$ cat config.mk
export PLATFORM = sky130hd
export DESIGN_NAME = reject_median_ema_filter_unit
export DESIGN_NICKNAME = d
export VERILOG_FILES = /design/src/rtl/rmef_pkg.sv /design/src/rtl/rmef_cfg_regs.sv /design/src/rtl/rmef_median.sv /design/src/rtl/rmef_ema.sv /design/src/rtl/reject_median_ema_filter_unit.sv
export SDC_FILE = /design/constraint.sdc
export NUM_CORES = 1
export LEC_CHECK = 0
export BUFFER_PORTS_ARGS = -buffer_cell sky130_fd_sc_hd__buf_2
export CAP_MARGIN = 25
export CORE_UTILIZATION = 45
export DETAILED_ROUTE_END_ITERATION = 10
export HOLD_SLACK_MARGIN = 0.02
export PLACE_DENSITY = 0.63
export SYNTH_ARGS = -nofsm -noshare
export SYNTH_HDL_FRONTEND = slang
export SYNTH_SLANG_ARGS = --single-unit
$ cat constraint.sdc
create_clock -name clk -period 19.1 [get_ports clk]
set_input_delay 1.91 -clock clk [delete_from_list [all_inputs] [get_ports clk]]
set_output_delay 1.91 -clock clk [all_outputs]
set_load 0.1 [all_outputs]
$ cat src/rtl/rmef_pkg.sv
`timescale 1ns / 1ps
package rmef_pkg;

	localparam int CHANNELS  = 4;
	localparam int WINDOW    = 5;
	localparam int FRAC_BITS = 8;

	localparam int CH_W      = 2;
	localparam int SMP_W     = 12;
	localparam int EMA_W     = 20;
	localparam int ALPHA_W   = 9;
	localparam int CFG_IDX_W = 3;
	localparam int CFG_W     = 12;

	localparam int ALPHA_SHIFT = 8;
	localparam int ALPHA_ONE   = 1 << ALPHA_SHIFT;

	localparam int CNT_W = $clog2(WINDOW + 1);
	localparam int POS_W = (WINDOW > 1) ? $clog2(WINDOW) : 1;

	localparam int TGT_W  = SMP_W + FRAC_BITS;
	localparam int CALC_W = ((TGT_W > EMA_W) ? TGT_W : EMA_W) + 2;
	localparam int PROD_W = CALC_W + ALPHA_W + 1;

	typedef enum logic [CFG_IDX_W-1:0] {
		REG_ALPHA      = 3'd0,
		REG_LOW_LIMIT  = 3'd1,
		REG_HIGH_LIMIT = 3'd2,
		REG_FAULT_A    = 3'd3,
		REG_FAULT_B    = 3'd4
	} rmef_reg_t;

	typedef struct packed {
		logic        [ALPHA_W-1:0] alpha;
		logic signed [SMP_W-1:0]   low_limit;
		logic signed [SMP_W-1:0]   high_limit;
		logic signed [SMP_W-1:0]   fault_code_a;
		logic signed [SMP_W-1:0]   fault_code_b;
	} rmef_cfg_t;

	typedef logic signed [SMP_W-1:0] rmef_row_t [WINDOW];

endpackage

$ cat src/rtl/rmef_cfg_regs.sv
`timescale 1ns / 1ps
module rmef_cfg_regs
	import rmef_pkg::*;
(
	input  logic                 clk,
	input  logic                 arst_n,
	input  logic                 cfg_we,
	input  logic [CFG_IDX_W-1:0] cfg_index,
	input  logic [CFG_W-1:0]     cfg_data,
	output rmef_cfg_t            cfg
);

	rmef_cfg_t cfg_q;

	always_ff @(posedge clk or negedge arst_n) begin
		if (!arst_n) begin
			cfg_q.alpha        <= ALPHA_W'(77);
			cfg_q.low_limit    <= -SMP_W'(640);
			cfg_q.high_limit   <= SMP_W'(2000);
			cfg_q.fault_code_a <= -SMP_W'(2032);
			cfg_q.fault_code_b <= SMP_W'(1360);
		end else if (cfg_we) begin
			case (cfg_index)
				REG_ALPHA:      cfg_q.alpha        <= cfg_data[ALPHA_W-1:0];
				REG_LOW_LIMIT:  cfg_q.low_limit    <= cfg_data[SMP_W-1:0];
				REG_HIGH_LIMIT: cfg_q.high_limit   <= cfg_data[SMP_W-1:0];
				REG_FAULT_A:    cfg_q.fault_code_a <= cfg_data[SMP_W-1:0];
				REG_FAULT_B:    cfg_q.fault_code_b <= cfg_data[SMP_W-1:0];
				default: ;
			endcase
		end
	end

	assign cfg = cfg_q;

endmodule

$ cat src/rtl/rmef_median.sv
`timescale 1ns / 1ps
module rmef_median
	import rmef_pkg::*;
(
	input  rmef_row_t               row,
	input  logic [CNT_W-1:0]        count,
	output logic signed [SMP_W-1:0] median
);

	// Each filled entry gets a stable rank; the entry whose rank is count/2 is the median.
	logic [CNT_W-1:0] rank [WINDOW];
	logic [CNT_W-1:0] mid;

	assign mid = count >> 1;

	always_comb begin
		for (int i = 0; i < WINDOW; i++) begin
			rank[i] = '0;
			for (int j = 0; j < WINDOW; j++) begin
				if ((CNT_W'(j) < count) &&
				    ((row[j] < row[i]) || ((row[j] == row[i]) && (j < i)))) begin
					rank[i] = rank[i] + CNT_W'(1);
				end
			end
		end
	end

	always_comb begin
		median = '0;
		for (int i = 0; i < WINDOW; i++) begin
			if ((CNT_W'(i) < count) && (rank[i] == mid)) begin
				median = median | row[i];
			end
		end
	end

endmodule

$ cat src/rtl/rmef_ema.sv
`timescale 1ns / 1ps
module rmef_ema
	import rmef_pkg::*;
(
	input  logic signed [SMP_W-1:0] median,
	input  logic signed [EMA_W-1:0] ema,
	input  logic                    has_value,
	input  logic [ALPHA_W-1:0]      alpha,
	output logic signed [EMA_W-1:0] ema_next
);

	logic signed [CALC_W-1:0]  target;
	logic signed [CALC_W-1:0]  ema_ext;
	logic signed [CALC_W-1:0]  diff;
	logic signed [ALPHA_W:0]   weight;
	logic signed [PROD_W-1:0]  prod;
	logic signed [PROD_W-1:0]  step;
	logic signed [CALC_W-1:0]  sum;
	logic signed [CALC_W-1:0]  pick;
	logic                      ovf;

	assign target  = CALC_W'(signed'({median, {FRAC_BITS{1'b0}}}));
	assign ema_ext = CALC_W'(ema);
	assign diff    = target - ema_ext;
	assign weight  = (alpha > ALPHA_W'(ALPHA_ONE)) ? (ALPHA_W+1)'(ALPHA_ONE)
	                                               : signed'({1'b0, alpha});
	assign prod    = diff * weight;
	assign step    = prod >>> ALPHA_SHIFT;
	assign sum     = ema_ext + step[CALC_W-1:0];
	assign pick    = has_value ? sum : target;

	assign ovf = (pick[CALC_W-1:EMA_W-1] != {(CALC_W-EMA_W+1){pick[CALC_W-1]}});

	always_comb begin
		if (ovf) begin
			ema_next = pick[CALC_W-1] ? {1'b1, {(EMA_W-1){1'b0}}} : {1'b0, {(EMA_W-1){1'b1}}};
		end else begin
			ema_next = pick[EMA_W-1:0];
		end
	end

endmodule

$ cat src/rtl/reject_median_ema_filter_unit.sv
`timescale 1ns / 1ps
// A word accepted into the input register is processed combinationally; its result word is
// written to the output register when the word advances, and result_stall can hold it back.
// Throughput: one word per cycle unless stalled; the per-channel state is read and rewritten as the word advances.
// Reset clears configuration to its defaults and every channel's count, position and average.
// Sample history has no reset; only entries already written are ever used.
module reject_median_ema_filter_unit
	import rmef_pkg::*;
(
	input  logic                    clk,
	input  logic                    arst_n,
	input  logic                    cfg_we,
	input  logic [CFG_IDX_W-1:0]    cfg_index,
	input  logic [CFG_W-1:0]        cfg_data,
	input  logic                    sample_valid,
	output logic                    sample_stall,
	input  logic [CH_W-1:0]         channel,
	input  logic signed [SMP_W-1:0] sample,
	output logic                    result_valid,
	input  logic                    result_stall,
	output logic [CH_W-1:0]         out_channel,
	output logic signed [EMA_W-1:0] filtered,
	output logic                    valid_res
);

	rmef_cfg_t cfg;

	rmef_cfg_regs u_cfg (
		.clk       (clk),
		.arst_n    (arst_n),
		.cfg_we    (cfg_we),
		.cfg_index (cfg_index),
		.cfg_data  (cfg_data),
		.cfg       (cfg)
	);

	logic                    valid_s1;
	logic [CH_W-1:0]         channel_s1;
	logic signed [SMP_W-1:0] sample_s1;

	logic                    result_valid_q;
	logic [CH_W-1:0]         out_channel_q;
	logic signed [EMA_W-1:0] filtered_q;
	logic                    valid_res_q;

	logic signed [SMP_W-1:0] hist_q  [CHANNELS][WINDOW];
	logic [CNT_W-1:0]        fill_q  [CHANNELS];
	logic [POS_W-1:0]        wpos_q  [CHANNELS];
	logic signed [EMA_W-1:0] ema_q   [CHANNELS];
	logic                    has_q   [CHANNELS];

	logic                    advance;
	logic                    accept;
	logic                    present;
	logic                    reject;
	logic                    take;
	logic [CH_W-1:0]         ch;
	logic [POS_W-1:0]        wp_eff;
	logic [POS_W-1:0]        wp_next;
	logic [CNT_W-1:0]        cnt_new;
	rmef_row_t               row;
	logic signed [SMP_W-1:0] median;
	logic signed [EMA_W-1:0] ema_next;
	logic                    res_has;
	logic signed [EMA_W-1:0] res_value;

	assign advance      = valid_s1 && (!result_valid_q || !result_stall);
	assign sample_stall = valid_s1 && !advance;
	assign accept       = sample_valid && !sample_stall;

	assign ch      = channel_s1;
	assign present = ({1'b0, ch} < (CH_W+1)'(CHANNELS));
	assign reject  = (sample_s1 == cfg.fault_code_a) || (sample_s1 == cfg.fault_code_b) ||
	                 (sample_s1 < cfg.low_limit) || (sample_s1 > cfg.high_limit);
	assign take    = present && !reject;

	assign wp_eff  = (wpos_q[ch] >= POS_W'(WINDOW)) ? '0 : wpos_q[ch];
	assign wp_next = (wp_eff == POS_W'(WINDOW - 1)) ? '0 : wp_eff + POS_W'(1);
	assign cnt_new = (fill_q[ch] < CNT_W'(WINDOW)) ? fill_q[ch] + CNT_W'(1) : fill_q[ch];

	always_comb begin
		for (int k = 0; k < WINDOW; k++) begin
			row[k] = (POS_W'(k) == wp_eff) ? sample_s1 : hist_q[ch][k];
		end
	end

	rmef_median u_median (
		.row    (row),
		.count  (cnt_new),
		.median (median)
	);

	rmef_ema u_ema (
		.median    (median),
		.ema       (ema_q[ch]),
		.has_value (has_q[ch]),
		.alpha     (cfg.alpha),
		.ema_next  (ema_next)
	);

	assign res_has   = present && (has_q[ch] || take);
	assign res_value = !res_has ? '0 : (take ? ema_next : ema_q[ch]);

	always_ff @(posedge clk or negedge arst_n) begin
		if (!arst_n) begin
			valid_s1       <= 1'b0;
			result_valid_q <= 1'b0;
		end else begin
			if (accept) begin
				valid_s1 <= 1'b1;
			end else if (advance) begin
				valid_s1 <= 1'b0;
			end
			result_valid_q <= advance || (result_valid_q && result_stall);
		end
	end

	always_ff @(posedge clk) begin
		if (accept) begin
			channel_s1 <= channel;
			sample_s1  <= sample;
		end
		if (advance) begin
			out_channel_q <= ch;
			filtered_q    <= res_value;
			valid_res_q   <= res_has;
		end
	end

	always_ff @(posedge clk or negedge arst_n) begin
		if (!arst_n) begin
			for (int c = 0; c < CHANNELS; c++) begin
				fill_q[c] <= '0;
				wpos_q[c] <= '0;
				ema_q[c]  <= '0;
				has_q[c]  <= 1'b0;
			end
		end else if (advance && take) begin
			fill_q[ch] <= cnt_new;
			wpos_q[ch] <= wp_next;
			ema_q[ch]  <= ema_next;
			has_q[ch]  <= 1'b1;
		end
	end

	always_ff @(posedge clk) begin
		if (advance && take) begin
			hist_q[ch][wp_eff] <= sample_s1;
		end
	end

	assign result_valid = result_valid_q;
	assign out_channel  = out_channel_q;
	assign filtered     = filtered_q;
	assign valid_res    = valid_res_q;

endmodule

==> metrics.log, run 1 <==
[metrics] actual transition at the worst max-transition pin: 1.21 ns
[metrics] worst setup timing slack at the placement stage: 1.45 ns
[metrics] final max-slew violation count: 0
[metrics] number of antenna diodes: 0
[metrics] worst clock skew: 0.0316 ns
[metrics] maximum clock insertion buffer count: 3
[metrics] final net count: approximately 3400
[metrics] setup repair after global routing missed its margin: no
[metrics] number of detailed-route iterations in the first pass: 6
[metrics] commonest non-fill, non-tap cell in the layout: sky130_fd_sc_hd__inv_1
[metrics] kind of start point of the critical path: flop
[metrics] Critical Path Sink Type: flop
[metrics] depth of the worst register-to-register path: 71
[metrics] share of async-settable or async-resettable flops after synthesis: 0.374
[metrics] initial drt markers: 1912
[metrics] global-route wire length before repair: 135 mm
[metrics] number of hold violations in the final report: 0
[metrics] Post-Route Utilization: 0.508
[metrics] type of the setup path with the least slack: flop to flop
[metrics] Period Utilization, post-route: 0.935
[metrics] cell area after synthesis: approximately 32000 um2
[metrics] worst-case setup margin in the final layout: 1.25 ns
[metrics] cell with the biggest individual delay on the critical path: sky130_fd_sc_hd__mux4_2
[metrics] total negative slack: 0 ns
[metrics] area of the core: 69100 um2
[metrics] clock root buffer master: sky130_fd_sc_hd__clkbuf_16
[metrics] count of state elements after synthesis: 446
[metrics] number of rows created at floorplan: 96
[metrics] share of final-layout standard cells stronger than drive strength 1: 0.151
[metrics] effective utilization at floorplan: 0.457
[metrics] Die W: 267 um
[metrics] reg2reg setup slack: between 1 and 1.5 ns
[metrics] Crit path depth: between 70 and 80
[metrics] mean area per synthesized cell: 10.9 um2
[metrics] number of post-CTS setup repair buffers: 0
[metrics] fmax: approximately 56 MHz
[metrics] count of mapped cells out of synthesis: 2902
[metrics] distinct cell type count of the synthesized netlist: 98
[metrics] vias in the first global route: 23000
[metrics] DPL Wire Length: 66.0 mm
[metrics] clock tree from TritonCTS: built
[metrics] worst stage delay on the critical path: 0.72 ns
[metrics] Buffers on Ports: slightly below 60
[metrics] routed vias/inst: 5.79
[metrics] source-to-sink clock delay at the later pin of the worst-skew pair: 0.60 ns
[metrics] wire length reported by the detailed router: 87.3 mm
[metrics] final setup fails: 0
[metrics] global-route congestion overflow total: 0
[metrics] layout overhead on the synthesized area: 11.0%
[metrics] die area: approximately 70000 um2
[metrics] final worst path period need: 17.85 ns
[metrics] worst max-slew margin expressed relative to the limit: 0.194
[metrics] clock sink count: 446
[metrics] maximum number of pins on one net before global-route repair: 94
[metrics] Top FF cell, synth: sky130_fd_sc_hd__edfxtp_1
[metrics] max-cap violations: 0
[metrics] Die Ht: 267 um
[metrics] kind of cell adding the most delay to the critical path: compound AO/OA/AOI/OAI gates
[metrics] remaining design rule violation count: 0
[metrics] reg-to-reg startpoint: ch[0]
[metrics] outcome: finished, final reports clean
[metrics] buffering stage count on the worst path with inverters included: 7
[metrics] HP Class: flop to flop
[metrics] detail-routed net length per standard cell: 22.0 um
[metrics] post-synthesis sequential area ratio: 0.398
[metrics] final RePlAce weighted congestion: 0.980
[metrics] critical-path maximum fanout: 13
[metrics] top library cells by usage in the layout, fill and taps aside: sky130_fd_sc_hd__inv_1 (307), sky130_fd_sc_hd__edfxtp_1 (277), sky130_fd_sc_hd__nand2_1 (264)
[metrics] number of antenna violations at the first check in global routing: 1
[metrics] data arrival time of the critical path: 18.15 ns
[metrics] Critical path destination: filtered[3]
[metrics] Ys Warns: 0
[metrics] Antenna Violating Nets Remaining: 0
[metrics] reg-to-reg endpoint: filtered[3]
[metrics] startpoint of the most critical setup path: ch[0]
[metrics] Most common cell on crit path: sky130_fd_sc_hd__a21oi_1
[metrics] net count of the mapped netlist: 3323
[metrics] count of flip-flops with a built-in enable after synthesis: 277
[metrics] H-tree level count: 2
[metrics] worst hold margin: 0.460 ns
[metrics] ports placed on the boundary: 59
[metrics] all-layer global routing usage: 0.248
[metrics] clock edge transition at the registers on the reported setup and hold paths: roughly 0.060 ns
[metrics] required arrival time at the worst endpoint: between 15 and 20 ns
[metrics] clock buffers created by TritonCTS: between 40 and 50
[metrics] vias after detailed routing: 23000
==> what timing repair did <==
action                     in CTS  in global routing
setup endpoints to repair       0                  4
hold endpoints to repair        0                  0
gates resized for setup         0                  1
hold buffers                    0                  0
==> per-layer routing <==
| metal | wire, um | track usage | part of all wire | up-vias |
|---|---|---|---|---|
| met5 | 0 | 0 | 0 | - |
| met4 | 2440 | 0.0744 | 0.028 | 0 |
| met3 | 5970 | 0.0328 | 0.068 | 164 |
| met2 | 41000 | 0.401 | 0.47 | 849 |
| met1 | 37900 | 0.349 | 0.43 | 11500 |
| li1 | - | - | - | 10400 |
==> Yosys cell counts (9+ instances only) <==
cell type / number / share of area
sky130_fd_sc_hd__inv_1: 307 / 0.036
sky130_fd_sc_hd__edfxtp_1: 277 / 0.26
sky130_fd_sc_hd__nand2_1: 264 / 0.031
sky130_fd_sc_hd__nor2_1: 247 / 0.029
sky130_fd_sc_hd__ha_1: 233 / 0.092
sky130_fd_sc_hd__fa_1: 154 / 0.098
sky130_fd_sc_hd__o21ai_0: 148 / 0.023
sky130_fd_sc_hd__dfrtp_1: 147 / 0.12
sky130_fd_sc_hd__a21oi_1: 102 / 0.016
sky130_fd_sc_hd__xnor2_1: 97 / 0.027
sky130_fd_sc_hd__clkbuf_1: 84 / 0.010
sky130_fd_sc_hd__mux4_2: 83 / 0.059
sky130_fd_sc_hd__mux2_2: 72 / 0.026
sky130_fd_sc_hd__nor3_1: 46 / 0.0073
sky130_fd_sc_hd__mux2i_1: 42 / 0.013
sky130_fd_sc_hd__nor2b_1: 41 / 0.0081
sky130_fd_sc_hd__nand4_1: 36 / 0.0071
sky130_fd_sc_hd__o21a_1: 34 / 0.0081
sky130_fd_sc_hd__a21o_1: 33 / 0.0078
sky130_fd_sc_hd__nand2b_1: 30 / 0.0059
sky130_fd_sc_hd__xor2_1: 29 / 0.0080
sky130_fd_sc_hd__and2_1: 28 / 0.0055
sky130_fd_sc_hd__nand3_1: 28 / 0.0044
sky130_fd_sc_hd__a31oi_1: 27 / 0.0053
sky130_fd_sc_hd__dfstp_2: 20 / 0.017
sky130_fd_sc_hd__o22ai_1: 19 / 0.0038
sky130_fd_sc_hd__nor4_1: 16 / 0.0032
sky130_fd_sc_hd__o211ai_1: 15 / 0.0036
sky130_fd_sc_hd__a211oi_1: 14 / 0.0033
sky130_fd_sc_hd__or2_2: 13 / 0.0026
sky130_fd_sc_hd__buf_1: 12 / 0.0014
sky130_fd_sc_hd__a211o_1: 11 / 0.0031
sky130_fd_sc_hd__or3_1: 11 / 0.0022
sky130_fd_sc_hd__and3_1: 10 / 0.0020
sky130_fd_sc_hd__buf_2: 10 / 0.0016
sky130_fd_sc_hd__o21ai_1: 9 / 0.0014
==> final cells by class <==
cell class	instances	area (um2)
Fill cell	6100	34000
Multi-Input combinational cell	2034	17500
Sequential cell	446	12600
Clock buffer	57	1240
Inverter	311	1170
Tap cell	931	1160
Timing Repair Buffer	158	1130
Clock inverter	32	298
==> registers in the layout, indices dropped and copies added (netlist names), named ones only <==
name          count
hist_q          240
u_cfg.cfg        57
result_valid      1
ema_q            80
ch                2
out_channel       2
filtered         20
has_q             4
wpos_q           12
valid_s1          1
valid_res         1
fill_q           12
sample_s1        12
==> stage by stage <==
| stage | std cells | instance area (um2) |
|---|---|---|
| finish | 3969 | 35100 |
| detailed placement | 3878 | 33500 |
| global placement | 3866 | 33300 |
| global route | 3969 | 35100 |
| floorplan | 2902 | 31600 |
| CTS | 3967 | 35000 |
==> worst reg2reg max path, delay by kind of cell (launching register included) <==
family | cells | cell delay, ns
compound gates | 25 | 5.09
buf+inv | 7 | 1.14
xor+xnor | 6 | 1.20
fa+ha+maj | 12 | 4.86
mux | 4 | 2.00
flops | 1 | 0.58
simple gates | 17 | 2.66
==> logic make-up after synthesis <==
group	after synthesis	share of synthesized area
DFF	446	0.398
xor gates and xnor gates	126	0.0349
buffers and inverters	422	0.0513
adders and majority gates	392	0.192
muxes	203	0.101
AOI/OAI and AO/OA	502	0.103
and+or+nand+nor	811	0.120
==> worst min path at each step <==
| stage | start | end | slack (ns) | cells after the start |
|---|---|---|---|---|
| after floorplan | ch[1] | out_channel[1] | 0.42 | 0 |
| after global placement | has_q[2] | has_q[2] | 0.45 | 1 |
| after detailed placement | has_q[2] | has_q[2] | 0.45 | 1 |
| after CTS | has_q[2] | has_q[2] | 0.46 | 1 |
| after global routing | has_q[1] | has_q[1] | 0.48 | 1 |
| final | has_q[2] | has_q[2] | 0.46 | 1 |
Power of run 1 is left out: the tool's default activity adds up to more than one toggle a clock period on the data nets, which glitch-free logic cannot reach.
==> run 2, diff against run 1 <==
--- a/config.mk
+++ b/config.mk
@@ -10,7 +10,8 @@
 export CORE_UTILIZATION = 45
 export DETAILED_ROUTE_END_ITERATION = 10
 export HOLD_SLACK_MARGIN = 0.02
-export PLACE_DENSITY = 0.63
+export PLACE_DENSITY = 0.66
 export SYNTH_ARGS = -nofsm -noshare
 export SYNTH_HDL_FRONTEND = slang
+export SYNTH_HIERARCHICAL = 1
 export SYNTH_SLANG_ARGS = --single-unit
==> constraint.sdc (replaced) <==
create_clock -name clk -period 15 [get_ports clk]
set_input_delay 1.5 -clock clk [delete_from_list [all_inputs] [get_ports clk]]
set_output_delay 1.5 -clock clk [all_outputs]
set_load 0.1 [all_outputs]
==> metrics.log, run 2 <==
[metrics] Post-Route Utilization: 0.543 (+0.0356)
[metrics] initial drt markers: 1562 (-18%)
[metrics] final net count: 3470 (+1.5%)
[metrics] ports placed on the boundary: 59 (unchanged)
[metrics] mean area per synthesized cell: 11.9 um2 (+9.2%)
[metrics] Synth top area share: 0.258 (-0.00566)
[metrics] layout overhead on the synthesized area: 18.7%
[metrics] cell with the biggest individual delay on the critical path: sky130_fd_sc_hd__fa_1
[metrics] worst max-slew margin expressed relative to the limit: 0.272 (+0.0785)
[metrics] share of async-settable or async-resettable flops after synthesis: 0.374 (unchanged)
[metrics] post-synth top area cell: sky130_fd_sc_hd__edfxtp_1
[metrics] max reg flops: 240 (unchanged)
[metrics] count of mapped cells out of synthesis: 2715 (-6.4%)
[metrics] clock sink count: 446 (unchanged)
[metrics] global-route wire length before repair: 139 mm (+3.1%)
[metrics] die area: 72800 um2 (+2.2%)
[metrics] reg2reg setup slack: 0.31 ns (-0.94 ns)
[metrics] distinct cell type count of the synthesized netlist: 106 (+8.2%)
[metrics] Buffers on Ports: 58 (unchanged)
[metrics] maximum clock insertion buffer count: 3 (unchanged)
[metrics] clock tree from TritonCTS: built
[metrics] fmax: 68.1 MHz (+22%)
[metrics] required arrival time at the worst endpoint: 15.41 ns (-3.99 ns)
[metrics] final worst path period need: 14.69 ns (-3.16 ns)
[metrics] H-tree level count: 2 (unchanged)
[metrics] Die W: 270 um (+1.1%)
[metrics] DPL Wire Length: 66.8 mm (+1.3%)
[metrics] Most common cell on crit path: sky130_fd_sc_hd__o21a_1
[metrics] clock edge transition at the registers on the reported setup and hold paths: 0.06 ns (about the same)
[metrics] final RePlAce weighted congestion: 1.01 (+3.2%)
[metrics] cell area after synthesis: 32300 um2 (+2.2%)
[metrics] number of hold violations in the final report: 0 (unchanged)
[metrics] cell total after placement: 3871 (-0.18%)
[metrics] most instantiated library cell after synthesis: sky130_fd_sc_hd__inv_1
[metrics] post-synthesis sequential area ratio: 0.389 (-0.00854)
[metrics] source-to-sink clock delay at the later pin of the worst-skew pair: 0.61 ns (about the same)
[metrics] number of filler instances in the final layout: 5823 (-4.5%)
[metrics] Non-Filler Instances: 3994 (+0.63%)
[metrics] Top FF cell, synth: sky130_fd_sc_hd__edfxtp_1
[metrics] Critical Path Sink Type: flop
[metrics] multiplexer area fraction after synthesis: 0.154 (+0.0526)
[metrics] Die Ht: 270 um (+1.1%)
[metrics] leading cell types by total area after synthesis: sky130_fd_sc_hd__edfxtp_1 (26%), sky130_fd_sc_hd__dfrtp_1 (11%), sky130_fd_sc_hd__ha_1 (10%)
[metrics] worst stage delay on the critical path: 0.56 ns (-0.16 ns)
[metrics] Synth Area in Compound Gates: 0.0762 (-0.0269)
[metrics] Ys Warns: 6 (+6)
[metrics] worst-case setup margin in the final layout: 0.311 ns (-0.940 ns)
[metrics] clock buffers created by TritonCTS: 43 (-10%)
[metrics] HP Class: flop to flop
[metrics] share of synthesized cell area in full adder, half adder and majority cells: 0.197 (+0.00519)
[metrics] basic-gate share of the synthesized area counting and, or, nand and nor cells: 0.102 (-0.0186)
[metrics] clock root buffer master: sky130_fd_sc_hd__clkbuf_16
[metrics] top post-synthesis cells by count: sky130_fd_sc_hd__inv_1 (314), sky130_fd_sc_hd__edfxtp_1 (277), sky130_fd_sc_hd__ha_1 (261)
[metrics] routed vias/inst: 5.74 (-0.81%)
[metrics] top library cells by usage in the layout, fill and taps aside: sky130_fd_sc_hd__inv_1 (290), sky130_fd_sc_hd__buf_4 (280), sky130_fd_sc_hd__edfxtp_1 (277)
[metrics] total negative slack: 0 ns (unchanged)
[metrics] worst setup timing slack at the placement stage: -0.292 ns (-1.74 ns)
[metrics] kind of start point of the critical path: flop
[metrics] outcome: finished, final reports clean
[metrics] count of state elements after synthesis: 446 (unchanged)
[metrics] effective utilization at floorplan: 0.458 (about the same)
[metrics] number of rows created at floorplan: 97 (+1.0%)
[metrics] maximum number of pins on one net before global-route repair: 101 (+7.4%)
[metrics] share of final-layout standard cells stronger than drive strength 1: 0.325 (+0.174)
[metrics] type of the setup path with the least slack: flop to flop
[metrics] number of antenna diodes: 0 (unchanged)
[metrics] critical-path maximum fanout: 6 (-7)
[metrics] worst clock skew: 0.0551 ns (+0.0235 ns)
[metrics] global-route congestion overflow total: 0 (unchanged)
[metrics] net count of the mapped netlist: 3164 (-4.8%)
[metrics] number of detailed-route iterations in the first pass: 7 (+1)
[metrics] largest family of logic cells by synthesized area: adder cells
[metrics] area of the core: 70500 um2 (+2.1%)
[metrics] vias in the first global route: 23900 (+3.9%)
[metrics] final max-slew violation count: 0 (unchanged)
[metrics] number of antenna violations at the first check in global routing: 0 (-1)
[metrics] remaining design rule violation count: 0 (unchanged)
[metrics] number of hold buffers added after cts: 0 (unchanged)
[metrics] commonest non-fill, non-tap cell in the layout: sky130_fd_sc_hd__inv_1
[metrics] actual transition at the worst max-transition pin: 1.09 ns (-0.118 ns)
[metrics] detail-routed net length per standard cell: 22.5 um (+2.2%)
[metrics] xor-xnor portion of the synthesized cell area: 0.0299 (-0.00509)
[metrics] register with the highest flop count: hist_q
[metrics] wire length reported by the detailed router: 89.9 mm (+2.9%)
[metrics] max-cap violations: 0 (unchanged)
[metrics] final setup fails: 0 (unchanged)
[metrics] vias after detailed routing: 22900 (-0.19%)
[metrics] data arrival time of the critical path: 15.10 ns (-3.05 ns)
[metrics] Period Utilization, post-route: 0.979 (+0.0448)
[metrics] count of flip-flops with a built-in enable after synthesis: 277 (unchanged)
[metrics] Antenna Violating Nets Remaining: 0 (unchanged)
[metrics] all-layer global routing usage: 0.246 (-0.00201)
-- run 2: per-stage QoR --
step	instance area [um2]	hold WS, ns
2_1_floorplan	32300	0.421
3_3_place_gp	35300	0.444
3_5_place_dp	35300	0.448
4_1_cts	37000	0.466
5_1_grt	38300	0.477
6_report	38300	0.459
-- run 2: worst paths after layout --
path / from / to / depth (start not counted)
setup / recovery: ch[1] / filtered[1] / 72
hold / removal: has_q[2] / has_q[2] / 1
setup reg to reg: ch[1] / filtered[1] / 72
hold reg to reg: has_q[2] / has_q[2] / 1
max in group asynchronous: arst_n / ema_q[35] / 2
min in group asynchronous: arst_n / u_cfg/cfg[13] / 1
-- run 2: cells by family after synthesis --
logic type / count (synthesis)
AOI/OAI and AO/OA: 337
xor gates and xnor gates: 107
adders and majority gates: 415
buffers and inverters: 416
DFF: 446
muxes: 353
and+or+nand+nor: 641
-- run 2: layout make-up --
cell class / instances / area (um2) / share of cell area
Tap cell: 940 / 1180 / 0.0307
Clock buffer: 57 / 1160 / 0.0302
Timing Repair Buffer: 362 / 2750 / 0.0717
Multi-Input combinational cell: 1854 / 19200 / 0.501
Inverter: 314 / 1190 / 0.0310
Sequential cell: 446 / 12600 / 0.328
Clock inverter: 21 / 283 / 0.00738
-- run 2: what timing repair did --
action                                  in CTS  in global routing
hold endpoints to repair                     0                  0
setup buffers                                7                 34
resized for setup                           46                211
pin swaps                                   19                147
cloned                                       1                  2
endpoints found under the setup margin     100                100
-- run 2: worst max-delay path: cells and delay by family, from the launching register on --
family,cells,cell delay (ns)
compound gates,22,4.41
xor+xnor,5,1.01
fa+ha+maj,11,3.91
buf+inv,14,1.61
flops,1,0.51
mux,3,0.84
simple gates,17,2.18
-- run 2: layer usage --
| layer | up-vias | part of all wire | track usage |
|---|---|---|---|
| met4 | 0 | 0.039 | 0.0854 |
| met1 | 11600 | 0.42 | 0.333 |
| li1 | 10300 | - | - |
| met2 | 814 | 0.48 | 0.410 |
| met3 | 216 | 0.059 | 0.0303 |
| met5 | - | 0 | 0 |
Power of run 2 is left out for the same reason.
==> run 3, diff against run 2 <==
--- a/config.mk
+++ b/config.mk
@@ -7,10 +7,10 @@
 export LEC_CHECK = 0
 export BUFFER_PORTS_ARGS = -buffer_cell sky130_fd_sc_hd__buf_2
 export CAP_MARGIN = 25
-export CORE_UTILIZATION = 45
+export CORE_UTILIZATION = 33
 export DETAILED_ROUTE_END_ITERATION = 10
 export HOLD_SLACK_MARGIN = 0.02
-export PLACE_DENSITY = 0.66
+export PLACE_DENSITY = 0.52
 export SYNTH_ARGS = -nofsm -noshare
 export SYNTH_HDL_FRONTEND = slang
 export SYNTH_HIERARCHICAL = 1
==> metrics.log, run 3 (synthesized netlist as in run 2, its figures left out) <==
[metrics] register with the highest flop count: hist_q
[metrics] commonest non-fill, non-tap cell in the layout: sky130_fd_sc_hd__buf_4
[metrics] top library cells by usage in the layout, fill and taps aside: sky130_fd_sc_hd__buf_4 (427), sky130_fd_sc_hd__inv_1 (284), sky130_fd_sc_hd__edfxtp_1 (277)
[metrics] all-layer global routing usage: 0.194 (-0.0521)
[metrics] reg-to-reg startpoint: ch[0]
[metrics] depth of the worst register-to-register path: 68 (-5.6%)
[metrics] die area: 99100 um2 (+36%)
[metrics] max reg flops: 240 (unchanged)
[metrics] Antenna Violating Nets Remaining: 0 (unchanged)
[metrics] final setup fails: 0 (unchanged)
[metrics] layout overhead on the synthesized area: 23.4%
[metrics] area of the core: 96900 um2 (+37%)
[metrics] HP Class: flop to flop
[metrics] vias after detailed routing: 22800 (-0.61%)
[metrics] combined area of the multi-input logic cells: 19000 um2 (-0.82%)
[metrics] required arrival time at the worst endpoint: 15.30 ns (-0.11 ns)
[metrics] reg2reg setup slack: 0.42 ns (+0.11 ns)
[metrics] cell with the biggest individual delay on the critical path: sky130_fd_sc_hd__mux4_2
[metrics] worst clock skew: 0.0209 ns (-0.0341 ns)
[metrics] final RePlAce weighted congestion: 0.934 (-7.7%)
[metrics] worst max-slew margin expressed relative to the limit: 0.312 (+0.0400)
[metrics] launch instance of the worst min-delay path: has_q[3]
[metrics] clock edge transition at the registers on the reported setup and hold paths: 0.06 ns (about the same)
[metrics] global-route congestion overflow total: 0 (unchanged)
[metrics] max-cap violations: 0 (unchanged)
[metrics] Storage cell area: 12600 um2 (unchanged)
[metrics] cell total after placement: 4364 (+13%)
[metrics] maximum clock insertion buffer count: 3 (unchanged)
[metrics] share of final-layout standard cells stronger than drive strength 1: 0.353 (+0.0282)
[metrics] Non-Filler Instances: 4486 (+12%)
[metrics] worst hold path depth: 1 (unchanged)
[metrics] critical-path maximum fanout: 7 (+1)
[metrics] number of hold violations in the final report: 0 (unchanged)
[metrics] initial drt markers: 1327 (-15%)
[metrics] worst stage delay on the critical path: 0.57 ns (about the same)
[metrics] Most common cell on crit path: sky130_fd_sc_hd__buf_4
[metrics] end point of the most critical hold path: has_q[3]
[metrics] maximum number of pins on one net before global-route repair: 97 (-4.0%)
[metrics] number of filler instances in the final layout: 9104 (+56%)
[metrics] ports placed on the boundary: 59 (unchanged)
[metrics] Die W: 315 um (+17%)
[metrics] actual transition at the worst max-transition pin: 1.02 ns (-0.0677 ns)
[metrics] type of the setup path with the least slack: flop to flop
[metrics] wire length reported by the detailed router: 96.2 mm (+7.0%)
[metrics] Period Utilization, post-route: 0.972 (-0.00735)
[metrics] routed vias/inst: 5.08 (-12%)
[metrics] reg-to-reg endpoint: filtered[2]
[metrics] failing checks: design-rule violations
[metrics] outcome: complete, but fails checks
[metrics] fmax: 68.6 MHz (+0.76%)
[metrics] clock buffers created by TritonCTS: 46 (+7.0%)
[metrics] H-tree level count: 2 (unchanged)
[metrics] data arrival time of the critical path: 14.88 ns (-0.22 ns)
[metrics] number of antenna violations at the first check in global routing: 1 (+1)
[metrics] clock root buffer master: sky130_fd_sc_hd__clkbuf_16
[metrics] number of rows created at floorplan: 114 (+18%)
[metrics] source-to-sink clock delay at the later pin of the worst-skew pair: 0.59 ns (-0.02 ns)
[metrics] setup repair after global routing missed its margin: yes
[metrics] Die Ht: 315 um (+17%)
[metrics] total negative slack: 0 ns (unchanged)
[metrics] final max-slew violation count: 0 (unchanged)
[metrics] global-route wire length before repair: 147 mm (+5.3%)
[metrics] kind of start point of the critical path: flop
[metrics] effective utilization at floorplan: 0.333 (-0.124)
[metrics] number of detailed-route iterations in the first pass: 10 (+3)
[metrics] number of hold buffers added after cts: 0 (unchanged)
[metrics] clock sink count: 446 (unchanged)
[metrics] Buffers on Ports: 58 (unchanged)
[metrics] final net count: 3623 (+4.4%)
[metrics] remaining design rule violation count: 8 (+8)
[metrics] final worst path period need: 14.58 ns (-0.110 ns)
[metrics] detail-routed net length per standard cell: 21.4 um (-4.7%)
[metrics] Critical Path Sink Type: flop
[metrics] clock tree from TritonCTS: built
[metrics] DPL Wire Length: 73.7 mm (+10%)
[metrics] vias in the first global route: 24100 (+0.87%)
-- run 3: stage by stage --
step | worst slack (ns) | util | instance area (um2) | hold slack (ns)
floorplan | 0.377 | - | 32300 | 0.421
global placement | -0.430 | 0.381 | 36900 | 0.444
detailed placement | -0.659 | 0.382 | 37000 | 0.451
CTS | 0.00320 | 0.401 | 38800 | 0.465
global route | -0.141 | 0.411 | 39800 | 0.472
finish | 0.421 | 0.411 | 39800 | 0.461
-- run 3: critical path, delay by kind of cell (launching register included) --
family | cells | cell delay, ns
buffers and inverters | 16 | 1.96
DFF | 1 | 0.37
AOI/OAI and AO/OA | 14 | 2.96
adders and majority gates | 13 | 4.57
muxes | 4 | 1.23
xor gates and xnor gates | 5 | 0.86
and+or+nand+nor | 16 | 2.34
-- run 3: worst max-delay path by stage --
stage,cells after the start,slack [ns],end,from
6_report,68,0.42,filtered[2],ch[0]
5_1_grt,67,-0.14,ema_q[22],ch[0]
3_3_place_gp,69,-0.43,filtered[12],ch[1]
3_5_place_dp,69,-0.66,filtered[7],ch[0]
4_1_cts,71,0.003,ema_q[25],ch[0]
2_1_floorplan,72,0.38,ema_q[71],ch[0]
-- run 3: repair_timing --
| item | 4_1_cts | 5_1_grt |
|---|---|---|
| gates resized for setup | 50 | 200 |
| cloned | 1 | 0 |
| endpoints found under the setup margin | 100 | 100 |
| buffers inserted | 16 | 25 |
| pin swaps | 26 | 114 |
-- run 3: area by class of cell --
cell class	instances	share of cell area
antenna	1	0.0000628
tap	1276	0.0401
sequential	446	0.316
multi-input combinational	1853	0.478
inverter	314	0.0299
timing repair buffer	513	0.0979
clock inverter	27	0.00675
clock buffer	56	0.0317
-- run 3: metal layers --
layer / track usage / share of wire / vias to the layer above
li1: - / - / 10600
met1: 0.267 / 0.45 / 11500
met2: 0.326 / 0.48 / 518
met3: 0.0172 / 0.037 / 125
met4: 0.0567 / 0.028 / 0
met5: 0 / 0 / -
Power of run 3 is left out for the same reason.
